===== src/hw/rtl/jxsl_pkg.sv =====
// shared types, codes and the xmp namespace header table for the jpeg xmp locator
package jxsl_pkg;

    // default width of the byte position counter
    localparam int POSITION_BITS_DEFAULT = 32;

    // fixed field widths
    localparam int BYTE_BITS   = 8;
    localparam int STATUS_BITS = 2;
    localparam int OFFSET_BITS = 32;
    localparam int LENGTH_BITS = 16;
    localparam int INDEX_BITS  = 5;

    // namespace header length and the smallest offset a found item can carry
    localparam logic [INDEX_BITS-1:0]  HDR_LEN        = 5'd29;
    localparam logic [OFFSET_BITS-1:0] MIN_XML_OFFSET = 32'd35;

    // marker bytes
    localparam logic [BYTE_BITS-1:0] MARKER_PREFIX = 8'hFF;
    localparam logic [BYTE_BITS-1:0] MARKER_SOI    = 8'hD8;
    localparam logic [BYTE_BITS-1:0] MARKER_SOS    = 8'hDA;
    localparam logic [BYTE_BITS-1:0] MARKER_EOI    = 8'hD9;
    localparam logic [BYTE_BITS-1:0] MARKER_STUFF  = 8'h00;
    localparam logic [BYTE_BITS-1:0] MARKER_RST0   = 8'hD0;
    localparam logic [BYTE_BITS-1:0] MARKER_RST7   = 8'hD7;
    localparam logic [BYTE_BITS-1:0] MARKER_APP1   = 8'hE1;

    // result status codes
    typedef enum logic [STATUS_BITS-1:0] {
        STATUS_FOUND     = 2'd0,
        STATUS_NOT_JPEG  = 2'd1,
        STATUS_MALFORMED = 2'd2,
        STATUS_NO_XMP    = 2'd3
    } jxsl_status_t;

    // parser phases
    typedef enum logic [2:0] {
        PH_SOI0,
        PH_SOI1,
        PH_MARK,
        PH_FILL,
        PH_LENH,
        PH_LENL,
        PH_BODY,
        PH_DONE
    } jxsl_phase_t;

    // one result item
    typedef struct packed {
        jxsl_status_t           status;
        logic [OFFSET_BITS-1:0] xml_offset;
        logic [LENGTH_BITS-1:0] xml_length;
    } jxsl_result_t;

    // byte of the namespace header at a given index
    function automatic logic [BYTE_BITS-1:0] xmp_sig_byte(input logic [INDEX_BITS-1:0] idx);
        logic [BYTE_BITS-1:0] sig;
        case (idx)
            5'd0:    sig = 8'h68;
            5'd1:    sig = 8'h74;
            5'd2:    sig = 8'h74;
            5'd3:    sig = 8'h70;
            5'd4:    sig = 8'h3A;
            5'd5:    sig = 8'h2F;
            5'd6:    sig = 8'h2F;
            5'd7:    sig = 8'h6E;
            5'd8:    sig = 8'h73;
            5'd9:    sig = 8'h2E;
            5'd10:   sig = 8'h61;
            5'd11:   sig = 8'h64;
            5'd12:   sig = 8'h6F;
            5'd13:   sig = 8'h62;
            5'd14:   sig = 8'h65;
            5'd15:   sig = 8'h2E;
            5'd16:   sig = 8'h63;
            5'd17:   sig = 8'h6F;
            5'd18:   sig = 8'h6D;
            5'd19:   sig = 8'h2F;
            5'd20:   sig = 8'h78;
            5'd21:   sig = 8'h61;
            5'd22:   sig = 8'h70;
            5'd23:   sig = 8'h2F;
            5'd24:   sig = 8'h31;
            5'd25:   sig = 8'h2E;
            5'd26:   sig = 8'h30;
            5'd27:   sig = 8'h2F;
            default: sig = 8'h00;
        endcase
        return sig;
    endfunction

endpackage


===== src/hw/rtl/jxsl_parser.sv =====
// marker segment walker: parse state registers and the per-byte step logic
module jxsl_parser
    import jxsl_pkg::*;
#(
    parameter int POSITION_BITS = POSITION_BITS_DEFAULT
) (
    input  logic                 clk,
    input  logic                 rst_n,
    input  logic                 accept,
    input  logic [BYTE_BITS-1:0] file_byte,
    input  logic                 end_of_file,
    output logic                 res_valid,
    output jxsl_result_t         res
);

    localparam logic [POSITION_BITS-1:0] POS_MAX = '1;

    jxsl_phase_t              phase_reg, phase_next;
    logic [POSITION_BITS-1:0] pos_reg, pos_next;
    logic [BYTE_BITS-1:0]     marker_reg, marker_next;
    logic [LENGTH_BITS-1:0]   len_reg, len_next;
    logic [LENGTH_BITS-1:0]   rem_reg, rem_next;
    logic [INDEX_BITS-1:0]    idx_reg, idx_next;
    logic                     matching_reg, matching_next;
    logic [OFFSET_BITS-1:0]   start_reg, start_next;

    logic [POSITION_BITS-1:0] pos_inc;
    logic [OFFSET_BITS-1:0]   pos_inc_offset;
    logic [LENGTH_BITS-1:0]   len_full;
    logic [LENGTH_BITS-1:0]   rem_dec;
    logic                     is_standalone;
    logic                     is_stop;
    logic                     len_short;
    logic                     seg_found;

    // saturating position increment and its 32-bit view
    assign pos_inc = (pos_reg == POS_MAX) ? pos_reg : pos_reg + 1'b1;

    generate
        if (POSITION_BITS >= OFFSET_BITS) begin : g_offset_trunc
            assign pos_inc_offset = pos_inc[OFFSET_BITS-1:0];
        end else begin : g_offset_ext
            assign pos_inc_offset = {{(OFFSET_BITS-POSITION_BITS){1'b0}}, pos_inc};
        end
    endgenerate

    // byte classification
    assign len_full      = {len_reg[LENGTH_BITS-1:BYTE_BITS], file_byte};
    assign rem_dec       = rem_reg - 1'b1;
    assign is_standalone = (file_byte == MARKER_STUFF)
                           || ((file_byte >= MARKER_RST0) && (file_byte <= MARKER_RST7));
    assign is_stop       = (file_byte == MARKER_SOS) || (file_byte == MARKER_EOI);
    assign len_short     = (len_full < 16'd2);

    // segment fully matched once the last payload byte is in
    always_comb
    begin
        seg_found = 1'b0;
        if (matching_reg && (idx_reg < HDR_LEN)) begin
            seg_found = (file_byte == xmp_sig_byte(idx_reg)) && (idx_reg + 1'b1 == HDR_LEN);
        end else begin
            seg_found = matching_reg && (idx_reg == HDR_LEN);
        end
    end

    // next phase
    always_comb
    begin
        phase_next = phase_reg;
        if (accept) begin
            unique case (phase_reg)
                PH_SOI0:
                    phase_next = (file_byte != MARKER_PREFIX || end_of_file) ? PH_DONE : PH_SOI1;
                PH_SOI1:
                    phase_next = (file_byte != MARKER_SOI || end_of_file) ? PH_DONE : PH_MARK;
                PH_MARK:
                    phase_next = (end_of_file || file_byte != MARKER_PREFIX) ? PH_DONE : PH_FILL;
                PH_FILL:
                begin
                    if (end_of_file || is_stop) begin
                        phase_next = PH_DONE;
                    end else if (file_byte == MARKER_PREFIX) begin
                        phase_next = PH_FILL;
                    end else if (is_standalone) begin
                        phase_next = PH_MARK;
                    end else begin
                        phase_next = PH_LENH;
                    end
                end
                PH_LENH:
                    phase_next = end_of_file ? PH_DONE : PH_LENL;
                PH_LENL:
                begin
                    if (len_short || end_of_file) begin
                        phase_next = PH_DONE;
                    end else if (len_full == 16'd2) begin
                        phase_next = PH_MARK;
                    end else begin
                        phase_next = PH_BODY;
                    end
                end
                PH_BODY:
                begin
                    if (rem_dec == '0) begin
                        phase_next = (seg_found || end_of_file) ? PH_DONE : PH_MARK;
                    end else begin
                        phase_next = end_of_file ? PH_DONE : PH_BODY;
                    end
                end
                PH_DONE:
                    phase_next = PH_DONE;
                default:
                    phase_next = PH_DONE;
            endcase
            // the final byte of a file always restarts the walker
            if (end_of_file) begin
                phase_next = PH_SOI0;
            end
        end
    end

    // datapath and result
    always_comb
    begin
        pos_next       = pos_reg;
        marker_next    = marker_reg;
        len_next       = len_reg;
        rem_next       = rem_reg;
        idx_next       = idx_reg;
        matching_next  = matching_reg;
        start_next     = start_reg;
        res_valid      = 1'b0;
        res.status     = STATUS_FOUND;
        res.xml_offset = '0;
        res.xml_length = '0;
        if (accept) begin
            pos_next = pos_inc;
            unique case (phase_reg)
                PH_SOI0:
                begin
                    if (file_byte != MARKER_PREFIX || end_of_file) begin
                        res_valid  = 1'b1;
                        res.status = STATUS_NOT_JPEG;
                    end
                end
                PH_SOI1:
                begin
                    if (file_byte != MARKER_SOI) begin
                        res_valid  = 1'b1;
                        res.status = STATUS_NOT_JPEG;
                    end else if (end_of_file) begin
                        res_valid  = 1'b1;
                        res.status = STATUS_NO_XMP;
                    end
                end
                PH_MARK:
                begin
                    if (end_of_file) begin
                        res_valid  = 1'b1;
                        res.status = STATUS_NO_XMP;
                    end else if (file_byte != MARKER_PREFIX) begin
                        res_valid  = 1'b1;
                        res.status = STATUS_MALFORMED;
                    end
                end
                PH_FILL:
                begin
                    if (file_byte == MARKER_PREFIX) begin
                        if (end_of_file) begin
                            res_valid  = 1'b1;
                            res.status = STATUS_MALFORMED;
                        end
                    end else begin
                        marker_next = file_byte;
                        if (is_stop || (is_standalone && end_of_file)) begin
                            res_valid  = 1'b1;
                            res.status = STATUS_NO_XMP;
                        end else if (!is_standalone && end_of_file) begin
                            res_valid  = 1'b1;
                            res.status = STATUS_MALFORMED;
                        end
                    end
                end
                PH_LENH:
                begin
                    len_next = {file_byte, {BYTE_BITS{1'b0}}};
                    if (end_of_file) begin
                        res_valid  = 1'b1;
                        res.status = STATUS_MALFORMED;
                    end
                end
                PH_LENL:
                begin
                    len_next = len_full;
                    if (len_short) begin
                        res_valid  = 1'b1;
                        res.status = STATUS_MALFORMED;
                    end else begin
                        rem_next      = len_full - 16'd2;
                        matching_next = (marker_reg == MARKER_APP1);
                        idx_next      = '0;
                        if (end_of_file) begin
                            res_valid  = 1'b1;
                            res.status = (len_full == 16'd2) ? STATUS_NO_XMP : STATUS_MALFORMED;
                        end
                    end
                end
                PH_BODY:
                begin
                    // header compare, one byte per item
                    if (matching_reg && (idx_reg < HDR_LEN)) begin
                        if (file_byte == xmp_sig_byte(idx_reg)) begin
                            idx_next = idx_reg + 1'b1;
                            if (idx_reg + 1'b1 == HDR_LEN) begin
                                start_next = pos_inc_offset;
                            end
                        end else begin
                            matching_next = 1'b0;
                        end
                    end
                    rem_next = rem_dec;
                    if (rem_dec == '0) begin
                        if (seg_found) begin
                            res_valid      = 1'b1;
                            res.status     = STATUS_FOUND;
                            res.xml_offset = start_next;
                            res.xml_length = len_reg - 16'd31;
                        end else if (end_of_file) begin
                            res_valid  = 1'b1;
                            res.status = STATUS_NO_XMP;
                        end
                    end else if (end_of_file) begin
                        res_valid  = 1'b1;
                        res.status = STATUS_MALFORMED;
                    end
                end
                PH_DONE:
                begin
                    res_valid = 1'b0;
                end
                default:
                begin
                    res_valid = 1'b0;
                end
            endcase
            // final byte clears the walker state
            if (end_of_file) begin
                pos_next      = '0;
                marker_next   = '0;
                len_next      = '0;
                rem_next      = '0;
                idx_next      = '0;
                matching_next = 1'b0;
                start_next    = '0;
            end
        end
    end

    // parse state registers
    always_ff @(posedge clk or negedge rst_n)
    begin
        if (!rst_n) begin
            phase_reg    <= PH_SOI0;
            pos_reg      <= '0;
            marker_reg   <= '0;
            len_reg      <= '0;
            rem_reg      <= '0;
            idx_reg      <= '0;
            matching_reg <= 1'b0;
            start_reg    <= '0;
        end else begin
            phase_reg    <= phase_next;
            pos_reg      <= pos_next;
            marker_reg   <= marker_next;
            len_reg      <= len_next;
            rem_reg      <= rem_next;
            idx_reg      <= idx_next;
            matching_reg <= matching_next;
            start_reg    <= start_next;
        end
    end

    // checks
    a_result_needs_item: assert property (@(posedge clk) disable iff (!rst_n)
        res_valid |-> accept)
        else $error("result raised without an accepted item");

    a_eof_restarts: assert property (@(posedge clk) disable iff (!rst_n)
        accept && end_of_file |=> phase_reg == PH_SOI0)
        else $error("final byte did not restart the walker");

    a_silent_after_decision: assert property (@(posedge clk) disable iff (!rst_n)
        accept && phase_reg == PH_DONE |-> !res_valid)
        else $error("second result for one file");

    a_found_offset: assert property (@(posedge clk) disable iff (!rst_n)
        res_valid && res.status == STATUS_FOUND |-> res.xml_offset >= MIN_XML_OFFSET)
        else $error("found offset lies before any possible header end");

endmodule


===== config.mk =====
export PLATFORM = sky130hd
export DESIGN_NAME = jxsl_parser
export DESIGN_NICKNAME = d
export VERILOG_FILES = /design/src/hw/rtl/jxsl_pkg.sv /design/src/hw/rtl/jxsl_parser.sv
export SDC_FILE = /design/constraint.sdc
export NUM_CORES = 1
export LEC_CHECK = 0
export CELL_PAD_IN_SITES_DETAIL_PLACEMENT = 1
export CELL_PAD_IN_SITES_GLOBAL_PLACEMENT = 2
export CORE_MARGIN = 2
export CORE_UTILIZATION = 42
export DETAILED_ROUTE_END_ITERATION = 8
export DONT_BUFFER_PORTS = 1
export GPL_TIMING_DRIVEN = 1
export PLACE_DENSITY_LB_ADDON = 0.12
export SLEW_MARGIN = 15
export SYNTH_ARGS = -nofsm -noshare
export SYNTH_HDL_FRONTEND = slang
export SYNTH_SLANG_ARGS = --single-unit

===== constraint.sdc =====
create_clock -name clk -period 9.41 [get_ports clk]
set_input_delay 0.4705 -clock clk [delete_from_list [all_inputs] [get_ports clk]]
set_output_delay 0.4705 -clock clk [all_outputs]
set_load 0.01 [all_outputs]

==> results of run 1 <==
[power groups by stage]
stage	registers [mW]	clock network, mW	logic (mW)
finish	0.591	0.675	0.338
global route	0.598	0.706	0.377
CTS	0.590	0.686	0.335
detailed placement	0.598	0	0.322
global placement	0.597	0	0.319
floorplan	0.559	0	0.287
[layer usage]
layer | track usage (%) | up-vias
li1 | - | 3670
met1 | 34.0 | 3805
met2 | 43.7 | 108
met3 | 5.17 | 25
met4 | 6.64 | 0
met5 | 0 | -
[cell usage in the layout (no fill, tap or decap), types with 15 or more instances in the layout]
cell type / synthesis / final
sky130_fd_sc_hd__nand2_1: 81 / 81
sky130_fd_sc_hd__nor2_1: 89 / 89
sky130_fd_sc_hd__o31ai_1: 30 / 30
sky130_fd_sc_hd__nor4_1: 17 / 16
sky130_fd_sc_hd__nor2b_1: 23 / 23
sky130_fd_sc_hd__ha_1: 17 / 17
sky130_fd_sc_hd__inv_1: 19 / 19
sky130_fd_sc_hd__dfrtp_1: 113 / 113
sky130_fd_sc_hd__nor3_1: 39 / 39
sky130_fd_sc_hd__a31oi_1: 16 / 16
sky130_fd_sc_hd__nand2b_1: 26 / 26
sky130_fd_sc_hd__xor2_1: 32 / 32
sky130_fd_sc_hd__nand4_1: 15 / 15
sky130_fd_sc_hd__nand3_1: 75 / 73
sky130_fd_sc_hd__o21ai_0: 109 / 109
sky130_fd_sc_hd__xnor2_1: 30 / 30
sky130_fd_sc_hd__a21oi_1: 56 / 56
sky130_fd_sc_hd__clkbuf_16: 0 / 17
sky130_fd_sc_hd__o2bb2ai_1: 32 / 32
[area by class of cell]
class	count	area (um^2)	share of cell area, %
multi-input cells	830	5080	56.3
flip-flops and latches	113	2830	31.4
clock buffers	23	478	5.30
well taps	265	332	3.68
clock inverters	9	130	1.44
repair buffers	10	95.1	1.05
inverters	20	75.1	0.833
[critical path, delay by kind of cell, from the launching register on]
kind                     cells  cell delay (ps)
buffers and inverters        2             1200
AND/OR/NAND/NOR              5             1080
flip-flops                   1              560
adder cells (fa/ha/maj)      1              330
AO/OA/AOI/OAI                2              840
[cells by family after synthesis]
logic type,after synthesis,share of synthesized area [%]
AOI/OAI and AO/OA,292,21.8
xor gates and xnor gates,62,6.52
adders and majority gates,17,2.55
buffers and inverters,106,5.42
DFF,113,33.9
muxes,15,1.82
and+or+nand+nor,444,28.0
[final timing paths]
kind | start | end | depth (start not counted)
setup / recovery | idx_reg[0]$_DFFE_PN0P_ | res[17] | 10
hold / removal | rst_n | start_reg[4]$_DFFE_PN0P_ | 1
setup reg to reg | idx_reg[2]$_DFFE_PN0P_ | start_reg[10]$_DFFE_PN0P_ | 8
hold reg to reg | marker_reg[2]$_DFFE_PN0P_ | marker_reg[2]$_DFFE_PN0P_ | 2
max in group asynchronous | rst_n | rem_reg[15]$_DFFE_PN0P_ | 1
min in group clk | accept | phase_reg[1]$_DFFE_PN0P_ | 1
==> qor_table.md, run 1 <==
| Stage | Quantity | Value |
|:---|:---|:---|
| floorplanning | Number of core rows | 51 |
| setup path | CP max-delay cell | sky130_fd_sc_hd__inv_1 |
| cts | Number of buffers added for setup after CTS | 0 |
| floorplanning | Top-Level Pins | 63 |
| setup path | Series of cell instances along the critical path | ha_1 > and2_1 > and4b_1 > o311ai_0 > nor2_1 > inv_1 > nor3_1 > o211ai_4 > buf_4 > nor2_1 |
| final layout | Fraction of the core area covered by cells at the end of the flow | 46.3% |
| timing | Timing-limited maximum frequency | 0.203 GHz |
| cts | Root cell of the clock tree | sky130_fd_sc_hd__clkbuf_16 |
| yosys | Post-Syn Nets | 1,078 |
| floorplanning | Chip Width | 145 um |
| cts | Count of hold buffers inserted by post-cts repair | 1 |
| placed design | Count of buffers from port buffering | 0 |
| timing | Final Skew | 11.3 ps |
| final layout | Final non-filler cell total | 1,270 |
| power and ir drop | Switching share of total power | 32.6% |
| timing | Headroom to the max-slew limit | 40.1% |
| routing | Met2 layer wire length in the routed design | 12.9 mm |
| routing | Final routed wire length divided by cell count | 20.7 um |
| cts | Deepest level of the CTS H-tree | 4 |
| yosys | Number of distinct library cell variants in the gate-level netlist after synthesis | 62 |
| yosys | Number of flip-flops and latches in the synthesized netlist | 113 |
| power and ir drop | Total net switching power | 0.523 mW |
| timing | Number of setup violations in the final report | 0 |
| timing | Number of hold-slack violations in the final timing report | 5 |
| setup path | CP startpoint kind | register |
| timing | Number of max-slew violations in the final report | 0 |
| timing | Fin Setup TNS | 0 ps |
| setup path | Cell repeated most along the worst path | sky130_fd_sc_hd__nor2_1 |
| floorplanning | Die span in y | 145 um |
| placed design | Dpl ws | 4960 ps |
| flow run | Number of violations of the max-capacitance limit | 0 |
| yosys | Area fraction of the dominant cell type after synthesis | 33.9% |
| timing | Final critical delay including setup and external delays | 4930 ps |
| cts | Post-CTS Resized | 0 |
| global route | Tot GR Track Use | 25.9% |
| yosys | Most used standard cells in the synthesized netlist | 113 x sky130_fd_sc_hd__dfrtp_1, 109 x sky130_fd_sc_hd__o21ai_0, 89 x sky130_fd_sc_hd__nor2_1, 81 x sky130_fd_sc_hd__nand2_1, 75 x sky130_fd_sc_hd__nand3_1 |
| setup path | Largest stage delay, worst path | 670 ps |
| cts | Latest clock arrival within the worst-skew pair | 420 ps |
| yosys | Library cell with the highest instance count after synthesis | sky130_fd_sc_hd__dfrtp_1 |
| global route | First-pass GRT wire length | 42.3 mm |
| final layout | Cell area after layout | 9020 um^2 |
| yosys | Yosys warning total | 0 |
| placed design | Sum of net half-perimeters after detailed placement | 17.9 mm |
| final layout | Fraction of layout cells with a size suffix above 1 | 7.46% |
| final layout | Final nets | 1,021 |
| power and ir drop | Max IR drop VDD | 125 uV |
| global route | Maximum number of pins on one net before global-route repair | 114 |
| routing | Routed length on met1 | 12.2 mm |
| yosys | Post-Synthesis Cell Area | 8330 um^2 |
| power and ir drop | Combinational fraction of design power | 21.1% |
| cts | TritonCTS clock tree | built |
| final layout | Area added between synthesis and finish | 8.20% |
| routing | Number of violations reported at the end of detailed-routing iteration 0 | 426 |
| yosys | Library cell occupying the most area in the post-synthesis netlist | sky130_fd_sc_hd__dfrtp_1 |
| global route | Via count of the first global-routing pass | 7,534 |
| floorplanning | Overall die area | 21,000 um^2 |
| routing | Number of routed nets with antenna violations | 0 |
| yosys | Post-synth ARST share | 100% |
| routing | Sum of routed wire length over all layers | 26.3 mm |
| routing | Wire length on met3 | 887 um |
| hold path | Min-delay worst type | in2async |
| yosys | Top_reg_cell synth | sky130_fd_sc_hd__dfrtp_1 |
| timing | Least-Margin Pin Slew | 893 ps |
| timing | Post-route clock period utilization | 52.4% |
| cts | Clock sink count | 113 |
| power and ir drop | Total power | 1.60 mW |
| power and ir drop | PwrDens | 178 nW/um^2 |
| cts | Clock Path Buffers | 2 |
| setup path | Required time reported for the critical path endpoint | 8940 ps |
| setup path | Data arrival time of the critical path | 4460 ps |
| cts | Clock transition at path regs | 60 ps |
| cts | Num CTS Buffers | 17 |
| setup path | Critical path type | reg2out |
| yosys | Instance count of the mapped netlist | 1,049 |
| routing | Total via count after detailed routing | 7,608 |
| routing | Total iterations of the first detailed-routing run | 4 |
| timing | Final Worst Setup Slack | 4480 ps |
| final layout | N_diodes | 0 |
| timing | RSZ-0062 raised after global routing | no |
| placed design | Gpl congestion | 0.832 |
| timing | Worst hold-check slack | -10.3 ps |
| yosys | Cell types occupying the most area after synthesis | sky130_fd_sc_hd__dfrtp_1 34%, sky130_fd_sc_hd__o21ai_0 6.5%, sky130_fd_sc_hd__nand3_1 4.5% |
| power and ir drop | Part of the power in the clock network | 42.1% |
| yosys | Sequential cell area fraction in the yosys report | 33.9% |
| floorplanning | Initial standard-cell utilization of the core | 42.8% |
| yosys | Number of flops mapped to enable cells by yosys | 0 |
| global route | Number of antenna violations at the first check in global routing | 0 |
| status | Violations in the final reports | hold timing |
| setup path | Max FO, Critical Path | 48 |
| routing | Top routing layer used | met4 |
| power and ir drop | Internal power | 1.08 mW |
| routing | Drt drc | 0 |
| status | Result of the run | finished, violations left |
| power and ir drop | Leak | 3.35 nW |
| power and ir drop | Sequential share of power | 36.9% |
| routing | Average vias per placed instance | 5.99 |
| setup path | Register-to-Register Setup Slack | 5420 ps |
| placed design | Placed Area | 8360 um^2 |
| floorplanning | Core Footprint | 19,500 um^2 |
| setup path | Critical Path End Type | primary output |
| yosys | Post-synthesis area per instance | 7.94 um^2 |
| placed design | Placed Cells incl. Taps | 1,237 |
| final layout | Number of fill cells | 2,380 |
| global route | Remaining global-route overflow | 0 |
(Power assumes the default switching activity.)
==> run 2: changes to the inputs <==
--- a/config.mk
+++ b/config.mk
@@ -8,7 +8,7 @@
 export CELL_PAD_IN_SITES_DETAIL_PLACEMENT = 1
 export CELL_PAD_IN_SITES_GLOBAL_PLACEMENT = 2
 export CORE_MARGIN = 2
-export CORE_UTILIZATION = 42
+export CORE_UTILIZATION = 35
 export DETAILED_ROUTE_END_ITERATION = 8
 export DONT_BUFFER_PORTS = 1
 export GPL_TIMING_DRIVEN = 1
==> constraint.sdc (replaced) <==
create_clock -name clk -period 4.4 [get_ports clk]
set_input_delay 0.22 -clock clk [delete_from_list [all_inputs] [get_ports clk]]
set_output_delay 0.22 -clock clk [all_outputs]
set_load 0.01 [all_outputs]
==> qor_table.md, run 2 (synthesis results as in run 1) <==
| Stage | Quantity | Value | Change |
|:---|:---|:---|:---|
| floorplanning | Core Footprint | 23,400 um^2 | +20% |
| final layout | Most common cell after layout, fill and taps aside | sky130_fd_sc_hd__dfrtp_1 |  |
| cts | Latest clock arrival within the worst-skew pair | 430 ps | about the same |
| timing | Number of hold-slack violations in the final timing report | 0 | -5 |
| setup path | Crit Reg-Reg Startpoint | idx_reg[1]$_DFFE_PN0P_ |  |
| floorplanning | Overall die area | 25,100 um^2 | +19% |
| routing | Number of violations reported at the end of detailed-routing iteration 0 | 642 | +51% |
| timing | RSZ-0062 raised after global routing | no |  |
| global route | Maximum number of pins on one net before global-route repair | 114 | unchanged |
| routing | Total via count after detailed routing | 7,841 | +3.1% |
| setup path | Data arrival time of the critical path | 3880 ps | -580 ps |
| cts | Clock Path Buffers | 2 | unchanged |
| setup path | Worst r2r dst | idx_reg[3]$_DFFE_PN0P_ |  |
| hold path | Min-delay worst type | in2reg |  |
| placed design | Sum of net half-perimeters after detailed placement | 18.8 mm | +4.7% |
| power and ir drop | Max IR drop VDD | 230 uV | +84% |
| timing | Final critical delay including setup and external delays | 4100 ps |  |
| floorplanning | Number of core rows | 56 | +9.8% |
| hold path | Number of cells traversed by the worst hold path | 2 |  |
| setup path | Register-to-Register Setup Slack | 970 ps | -4450 ps |
| timing | Least-Margin Pin Slew | 908 ps | +14.8 ps |
| hold path | HP Start | file_byte[0] |  |
| cts | TritonCTS clock tree | built |  |
| timing | Number of setup violations in the final report | 0 | unchanged |
| status | Result of the run | finished, final reports clean |  |
| timing | Timing-limited maximum frequency | 0.244 GHz |  |
| setup path | Logic depth of the worst register-to-register path | 12 | +4 |
| final layout | Final non-filler cell total | 1,367 | +7.6% |
| placed design | Placed Area | 8730 um^2 | +4.3% |
| routing | Final routed wire length divided by cell count | 20.6 um | -0.67% |
| final layout | Final nets | 1,064 | +4.2% |
| timing | Post-route clock period utilization | 93.2% |  |
| cts | Deepest level of the CTS H-tree | 4 | unchanged |
| setup path | Max FO, Critical Path | 28 | -42% |
| cts | Clock sink count | 113 | unchanged |
| timing | Number of max-slew violations in the final report | 0 | unchanged |
| global route | First-pass GRT wire length | 45.0 mm | +6.4% |
| setup path | Critical path type | reg2out |  |
| placed design | Count of buffers from port buffering | 0 | unchanged |
| final layout | N_diodes | 0 | unchanged |
| routing | Sum of routed wire length over all layers | 28.1 mm | +6.9% |
| cts | Num CTS Buffers | 17 | unchanged |
| floorplanning | Initial standard-cell utilization of the core | 35.6% | -7.2 points |
| flow run | Number of violations of the max-capacitance limit | 0 | unchanged |
| floorplanning | Die span in y | 158 um | +9.3% |
| setup path | Required time reported for the critical path endpoint | 4180 ps | -4760 ps |
| power and ir drop | PwrDens | 365 nW/um^2 | +110% |
| routing | Drt drc | 0 | unchanged |
| setup path | CP startpoint kind | register |  |
| routing | Total iterations of the first detailed-routing run | 5 | +1 |
| setup path | Kind of cell adding the most delay to the critical path | compound AO/OA/AOI/OAI gates |  |
| cts | Root cell of the clock tree | sky130_fd_sc_hd__clkbuf_16 |  |
| final layout | Most frequent cells in the layout | 113 x sky130_fd_sc_hd__dfrtp_1, 109 x sky130_fd_sc_hd__o21ai_0, 89 x sky130_fd_sc_hd__nor2_1 |  |
| timing | Headroom to the max-slew limit | 39.1% | -1.0 points |
| global route | Remaining global-route overflow | 0 | unchanged |
| setup path | Largest stage delay, worst path | 600 ps | -70 ps |
| setup path | Critical Path End Type | primary output |  |
| floorplanning | Chip Width | 158 um | +9.3% |
| power and ir drop | Leak | 3.57 nW | +6.5% |
| routing | Number of routed nets with antenna violations | 0 | unchanged |
| setup path | Series of cell instances along the critical path | ha_1 > and2_1 > and4b_1 > o311ai_0 > nor2_1 > inv_1 > nor3_2 > o211ai_4 > buf_12 > a21oi_1 > buf_4 |  |
| global route | Via count of the first global-routing pass | 7,980 | +5.9% |
| final layout | Cell area after layout | 9430 um^2 | +4.5% |
| placed design | Placed Cells incl. Taps | 1,328 | +7.4% |
| setup path | CP max-delay cell | sky130_fd_sc_hd__o311ai_0 |  |
| floorplanning | Top-Level Pins | 63 | unchanged |
| global route | Number of antenna violations at the first check in global routing | 0 | unchanged |
| timing | Fin Setup TNS | 0 ps | unchanged |
| setup path | Stages on the worst setup path | 11 | +1 |
| setup path | Combined buffer and inverter count along the critical path | 3 | +1 |
| placed design | Gpl congestion | 0.801 | -3.7% |
| cts | Clock transition at path regs | 60 ps | about the same |
| routing | Average vias per placed instance | 5.74 | -4.3% |
| hold path | Worst Hold End | len_reg[8]$_DFFE_PN0P_ |  |
| final layout | Area added between synthesis and finish | 13.1% |  |
| global route | Tot GR Track Use | 23.2% | -2.7 points |
| final layout | Fraction of layout cells with a size suffix above 1 | 11.1% | +3.6 points |
| timing | Final Skew | 12.0 ps | +0.655 ps |
==> run 2: cell count changes in the layout (fill, tap and decap cells not counted), sizes merged, moves of 2 or more <==
| cell | previous run | this run |
|---|---|---|
| clkbuf | 23 | 19 |
| buf | 10 | 50 |
| inv | 19 | 23 |
| clkinvlp | 1 | 4 |
| clkinv | 6 | 4 |
| dlygate4sd3 | 0 | 3 |
==> run 2: per-stage QoR <==
stage               total power, mW  utilization, %  setup slack [ps]  hold WS (ps)
global route                   3.62            40.3              61.8          31.2
finish                         3.44            40.3               301          27.6
CTS                            3.47            40.2               105          18.8
floorplan                      1.81               -              1170         -75.6
global placement               1.99            37.3               680         -71.1
detailed placement             2.00            37.3               573         -72.4
==> run 2: layer usage <==
metal / GRT usage, % / routed length (um) / vias to the layer above
met5: 0 / 0 / -
li1: - / - / 3763
met3: 3.67 / 947 / 17
met1: 30.3 / 12900 / 3925
met2: 40.4 / 14100 / 136
met4: 5.02 / 207 / 0
==> run 2: area by class of cell <==
type	count	area (um^2)
Timing Repair Buffer	53	450
Inverter	20	75.1
Sequential cell	113	2830
Fill cell	2852	14000
Clock buffer	19	443
Multi-Input combinational cell	830	5080
Tap cell	319	399
Clock inverter	13	151
==> run 2: timing repair <==
| item | in CTS | in global routing |
|---|---|---|
| setup endpoints to repair | 0 | 49 |
| setup buffers | 0 | 2 |
| hold buffers | 5 | 0 |
| endpoints found under the hold margin | 138 | 0 |
| gates resized for setup | 0 | 2 |
==> run 2: where the power goes <==
part / switching [mW] / total, mW / internal (mW)
clock: 0.564 / 1.42 / 0.858
combinational: 0.476 / 0.753 / 0.277
sequential: 0.146 / 1.26 / 1.12
total: 1.19 / 3.44 / 2.25
==> run 2: how the worst max path moves through the flow <==
stage	start	endpoint
after CTS	idx_reg[1]$_DFFE_PN0P_	res[44]
after global routing	idx_reg[1]$_DFFE_PN0P_	res[5]
final	idx_reg[1]$_DFFE_PN0P_	res[44]
after floorplan	idx_reg[0]$_DFFE_PN0P_	res[15]
after global placement	idx_reg[1]$_DFFE_PN0P_	res[17]
after detailed placement	idx_reg[1]$_DFFE_PN0P_	res[44]
==> run 2: worst register-to-register path: stages (launching register included) <==
cell	delay [ps]
sky130_fd_sc_hd__dfrtp_1	560
sky130_fd_sc_hd__inv_1	180
sky130_fd_sc_hd__ha_1	380
sky130_fd_sc_hd__o21ai_0	180
sky130_fd_sc_hd__a21oi_1	70
sky130_fd_sc_hd__nor3_1	270
sky130_fd_sc_hd__mux2i_1	270
sky130_fd_sc_hd__nand4_1	110
sky130_fd_sc_hd__buf_4	190
sky130_fd_sc_hd__buf_4	140
sky130_fd_sc_hd__or4_1	530
sky130_fd_sc_hd__or4_1	400
sky130_fd_sc_hd__o21ai_0	80
==> run 3: changes to the inputs <==
--- a/config.mk
+++ b/config.mk
@@ -13,6 +13,7 @@
 export DONT_BUFFER_PORTS = 1
 export GPL_TIMING_DRIVEN = 1
 export PLACE_DENSITY_LB_ADDON = 0.12
+export RECOVER_POWER = 100
 export SLEW_MARGIN = 15
 export SYNTH_ARGS = -nofsm -noshare
 export SYNTH_HDL_FRONTEND = slang
==> qor_table.md, run 3 (synthesis results as in run 1) <==
| Stage | Quantity | Value | Change |
|:---|:---|:---|:---|
| status | Result of the run | finished, violations left |  |
| status | Violations in the final reports | capacitance limit, slew limit |  |
| power and ir drop | Leak | 3.45 nW | -3.2% |
| placed design | Count of buffers from port buffering | 0 | unchanged |
| routing | Average vias per placed instance | 5.73 | -0.10% |
| power and ir drop | PwrDens | 369 nW/um^2 | +1.3% |
| power and ir drop | Sequential share of power | 36.9% | about the same |
| timing | Post-route clock period utilization | 92.5% | -0.72 points |
| power and ir drop | Part of the power in the clock network | 41.5% | +0.2 points |
| cts | Clock transition at path regs | 60 ps | about the same |
| cts | Latest clock arrival within the worst-skew pair | 430 ps | about the same |
| placed design | Sum of net half-perimeters after detailed placement | 18.8 mm | unchanged |
| setup path | Critical path type | reg2out |  |
| timing | Final Skew | 11.8 ps | -0.193 ps |
| timing | Number of max-slew violations in the final report | 114 | +114 |
| timing | Least-Margin Pin Slew | 3090 ps | +2180 ps |
| timing | Worst hold-check slack | 30.2 ps | +2.58 ps |
| cts | Num CTS Buffers | 17 | unchanged |
| power and ir drop | Combinational fraction of design power | 21.6% | -0.3 points |
| final layout | Most common cell after layout, fill and taps aside | sky130_fd_sc_hd__dfrtp_1 |  |
| placed design | Gpl congestion | 0.801 | unchanged |
| routing | Total iterations of the first detailed-routing run | 5 | unchanged |
| final layout | Fraction of layout cells with a size suffix above 1 | 7.82% | -3.2 points |
| global route | Via count of the first global-routing pass | 7,980 | unchanged |
| cts | TritonCTS clock tree | built |  |
| timing | Number of setup violations in the final report | 0 | unchanged |
| global route | Remaining global-route overflow | 0 | unchanged |
| setup path | Critical Path End Type | primary output |  |
| power and ir drop | Total net switching power | 1.18 mW | -0.79% |
| floorplanning | Core Footprint | 23,400 um^2 | unchanged |
| setup path | Required time reported for the critical path endpoint | 4180 ps | about the same |
| flow run | Number of violations of the max-capacitance limit | 1 | +1 |
| timing | Fin Setup TNS | 0 ps | unchanged |
| routing | Sum of routed wire length over all layers | 28.2 mm | +0.14% |
| setup path | Largest stage delay, worst path | 600 ps | about the same |
| global route | Number of antenna violations at the first check in global routing | 0 | unchanged |
| routing | Total via count after detailed routing | 7,833 | -0.10% |
| timing | RSZ-0062 raised after global routing | no |  |
| cts | Clock Path Buffers | 2 | unchanged |
| timing | Final critical delay including setup and external delays | 4070 ps | -31.5 ps |
| final layout | Final nets | 1,064 | unchanged |
| cts | Root cell of the clock tree | sky130_fd_sc_hd__clkbuf_16 |  |
| global route | Maximum number of pins on one net before global-route repair | 114 | unchanged |
| hold path | Min-delay worst type | in2reg |  |
| floorplanning | Die span in y | 158 um | unchanged |
| final layout | Most frequent cells in the layout | 113 x sky130_fd_sc_hd__dfrtp_1, 110 x sky130_fd_sc_hd__o21ai_0, 100 x sky130_fd_sc_hd__nor2_1 |  |
| timing | Number of hold-slack violations in the final timing report | 0 | unchanged |
| floorplanning | Initial standard-cell utilization of the core | 35.6% | unchanged |
| setup path | Data arrival time of the critical path | 3850 ps | -30 ps |
| power and ir drop | Switching share of total power | 34.3% | -0.13 points |
| global route | First-pass GRT wire length | 45.0 mm | unchanged |
| cts | Clock sink count | 113 | unchanged |
| floorplanning | Overall die area | 25,100 um^2 | unchanged |
| setup path | Max FO, Critical Path | 28 | unchanged |
| timing | Timing-limited maximum frequency | 0.246 GHz | +0.77% |
| final layout | N_diodes | 0 | unchanged |
| floorplanning | Chip Width | 158 um | unchanged |
| timing | Headroom to the max-slew limit | -106% | -140 points |
| setup path | Series of cell instances along the critical path | ha_1 > and2_0 > and4b_1 > o311ai_0 > nor2_1 > inv_1 > nor3_2 > o211ai_4 > buf_12 > a21oi_1 > clkbuf_1 |  |
| routing | Final routed wire length divided by cell count | 20.6 um | +0.14% |
| setup path | CP startpoint kind | register |  |
| routing | Number of routed nets with antenna violations | 0 | unchanged |
| cts | Deepest level of the CTS H-tree | 4 | unchanged |
| final layout | Area added between synthesis and finish | 11.2% |  |
| routing | Number of violations reported at the end of detailed-routing iteration 0 | 614 | -4.4% |
| power and ir drop | Max IR drop VDD | 230 uV | about the same |
| global route | Tot GR Track Use | 23.2% | unchanged |
| floorplanning | Top-Level Pins | 63 | unchanged |
| routing | Drt drc | 0 | unchanged |
| power and ir drop | Internal power | 2.25 mW | -0.21% |
| floorplanning | Number of core rows | 56 | unchanged |
| setup path | CP max-delay cell | sky130_fd_sc_hd__o311ai_0 |  |
[run 3: changes by cell type in the layout (fill, tap and decap cells not counted), sizes merged]
cell / previous run / this run
buf: 50 / 24
clkbuf: 19 / 45
[run 3: cell type report]
cell class	instances	area [um^2]
Clock buffer	19	443
Sequential cell	113	2830
Timing Repair Buffer	53	342
Inverter	20	75.1
Tap cell	319	399
Clock inverter	13	151
Multi-Input combinational cell	830	5030
Fill cell	2876	14100
[run 3: worst max-delay path: cells and delay by family (launching register included)]
family,cells,cell delay [ps]
and+or+nand+nor,4,750
AOI/OAI and AO/OA,3,1110
adders and majority gates,1,300
DFF,1,510
buffers and inverters,3,740
[run 3: per-layer routing]
| layer | routed length [um] | GRT usage (%) |
|---|---|---|
| met2 | 14100 | 40.4 |
| met1 | 13000 | 30.3 |
| met5 | 0 | 0 |
| met4 | 170 | 5.02 |
| met3 | 871 | 3.67 |
[run 3: power groups by stage]
stage | Sequential, mW | Combinational, mW | Clock, mW
finish | 1.26 | 0.740 | 1.42
global route | 1.28 | 0.828 | 1.50
CTS | 1.26 | 0.757 | 1.45
detailed placement | 1.28 | 0.715 | 0
global placement | 1.28 | 0.712 | 0
floorplan | 1.19 | 0.614 | 0
[run 3: final timing paths]
| check | startpoint | slack [ps] | depth (start not counted) | end |
|---|---|---|---|---|
| min reg2reg | marker_reg[7]$_DFFE_PN0P_ | 490 | 2 | marker_reg[7]$_DFFE_PN0P_ |
| max in group asynchronous | rst_n | 1220 | 2 | start_reg[0]$_DFFE_PN0P_ |
| max reg2reg | idx_reg[1]$_DFFE_PN0P_ | 700 | 10 | start_reg[12]$_DFFE_PN0P_ |
| min | file_byte[0] | 30 | 2 | len_reg[8]$_DFFE_PN0P_ |
| min in group asynchronous | rst_n | 1250 | 2 | rem_reg[6]$_DFFE_PN0P_ |
| max | idx_reg[1]$_DFFE_PN0P_ | 330 | 11 | res[44] |
[run 3: repair_timing]
action	4_1_cts	5_1_grt
setup buffers	0	2
hold endpoints to repair	138	0
hold buffers	5	0
setup endpoints to repair	0	49
resized for setup	0	2
[run 3: stage by stage]
step	instances	util, %	cell area, um^2	setup slack, ps	power, mW
3_3_place_gp	1328	37.3	8730	680	1.99
4_1_cts	1365	40.2	9400	105	3.47
2_1_floorplan	1049	-	8330	1170	1.81
5_1_grt	1367	39.6	9270	62.7	3.61
3_5_place_dp	1328	37.3	8730	573	2.00
6_report	1367	39.6	9270	332	3.42
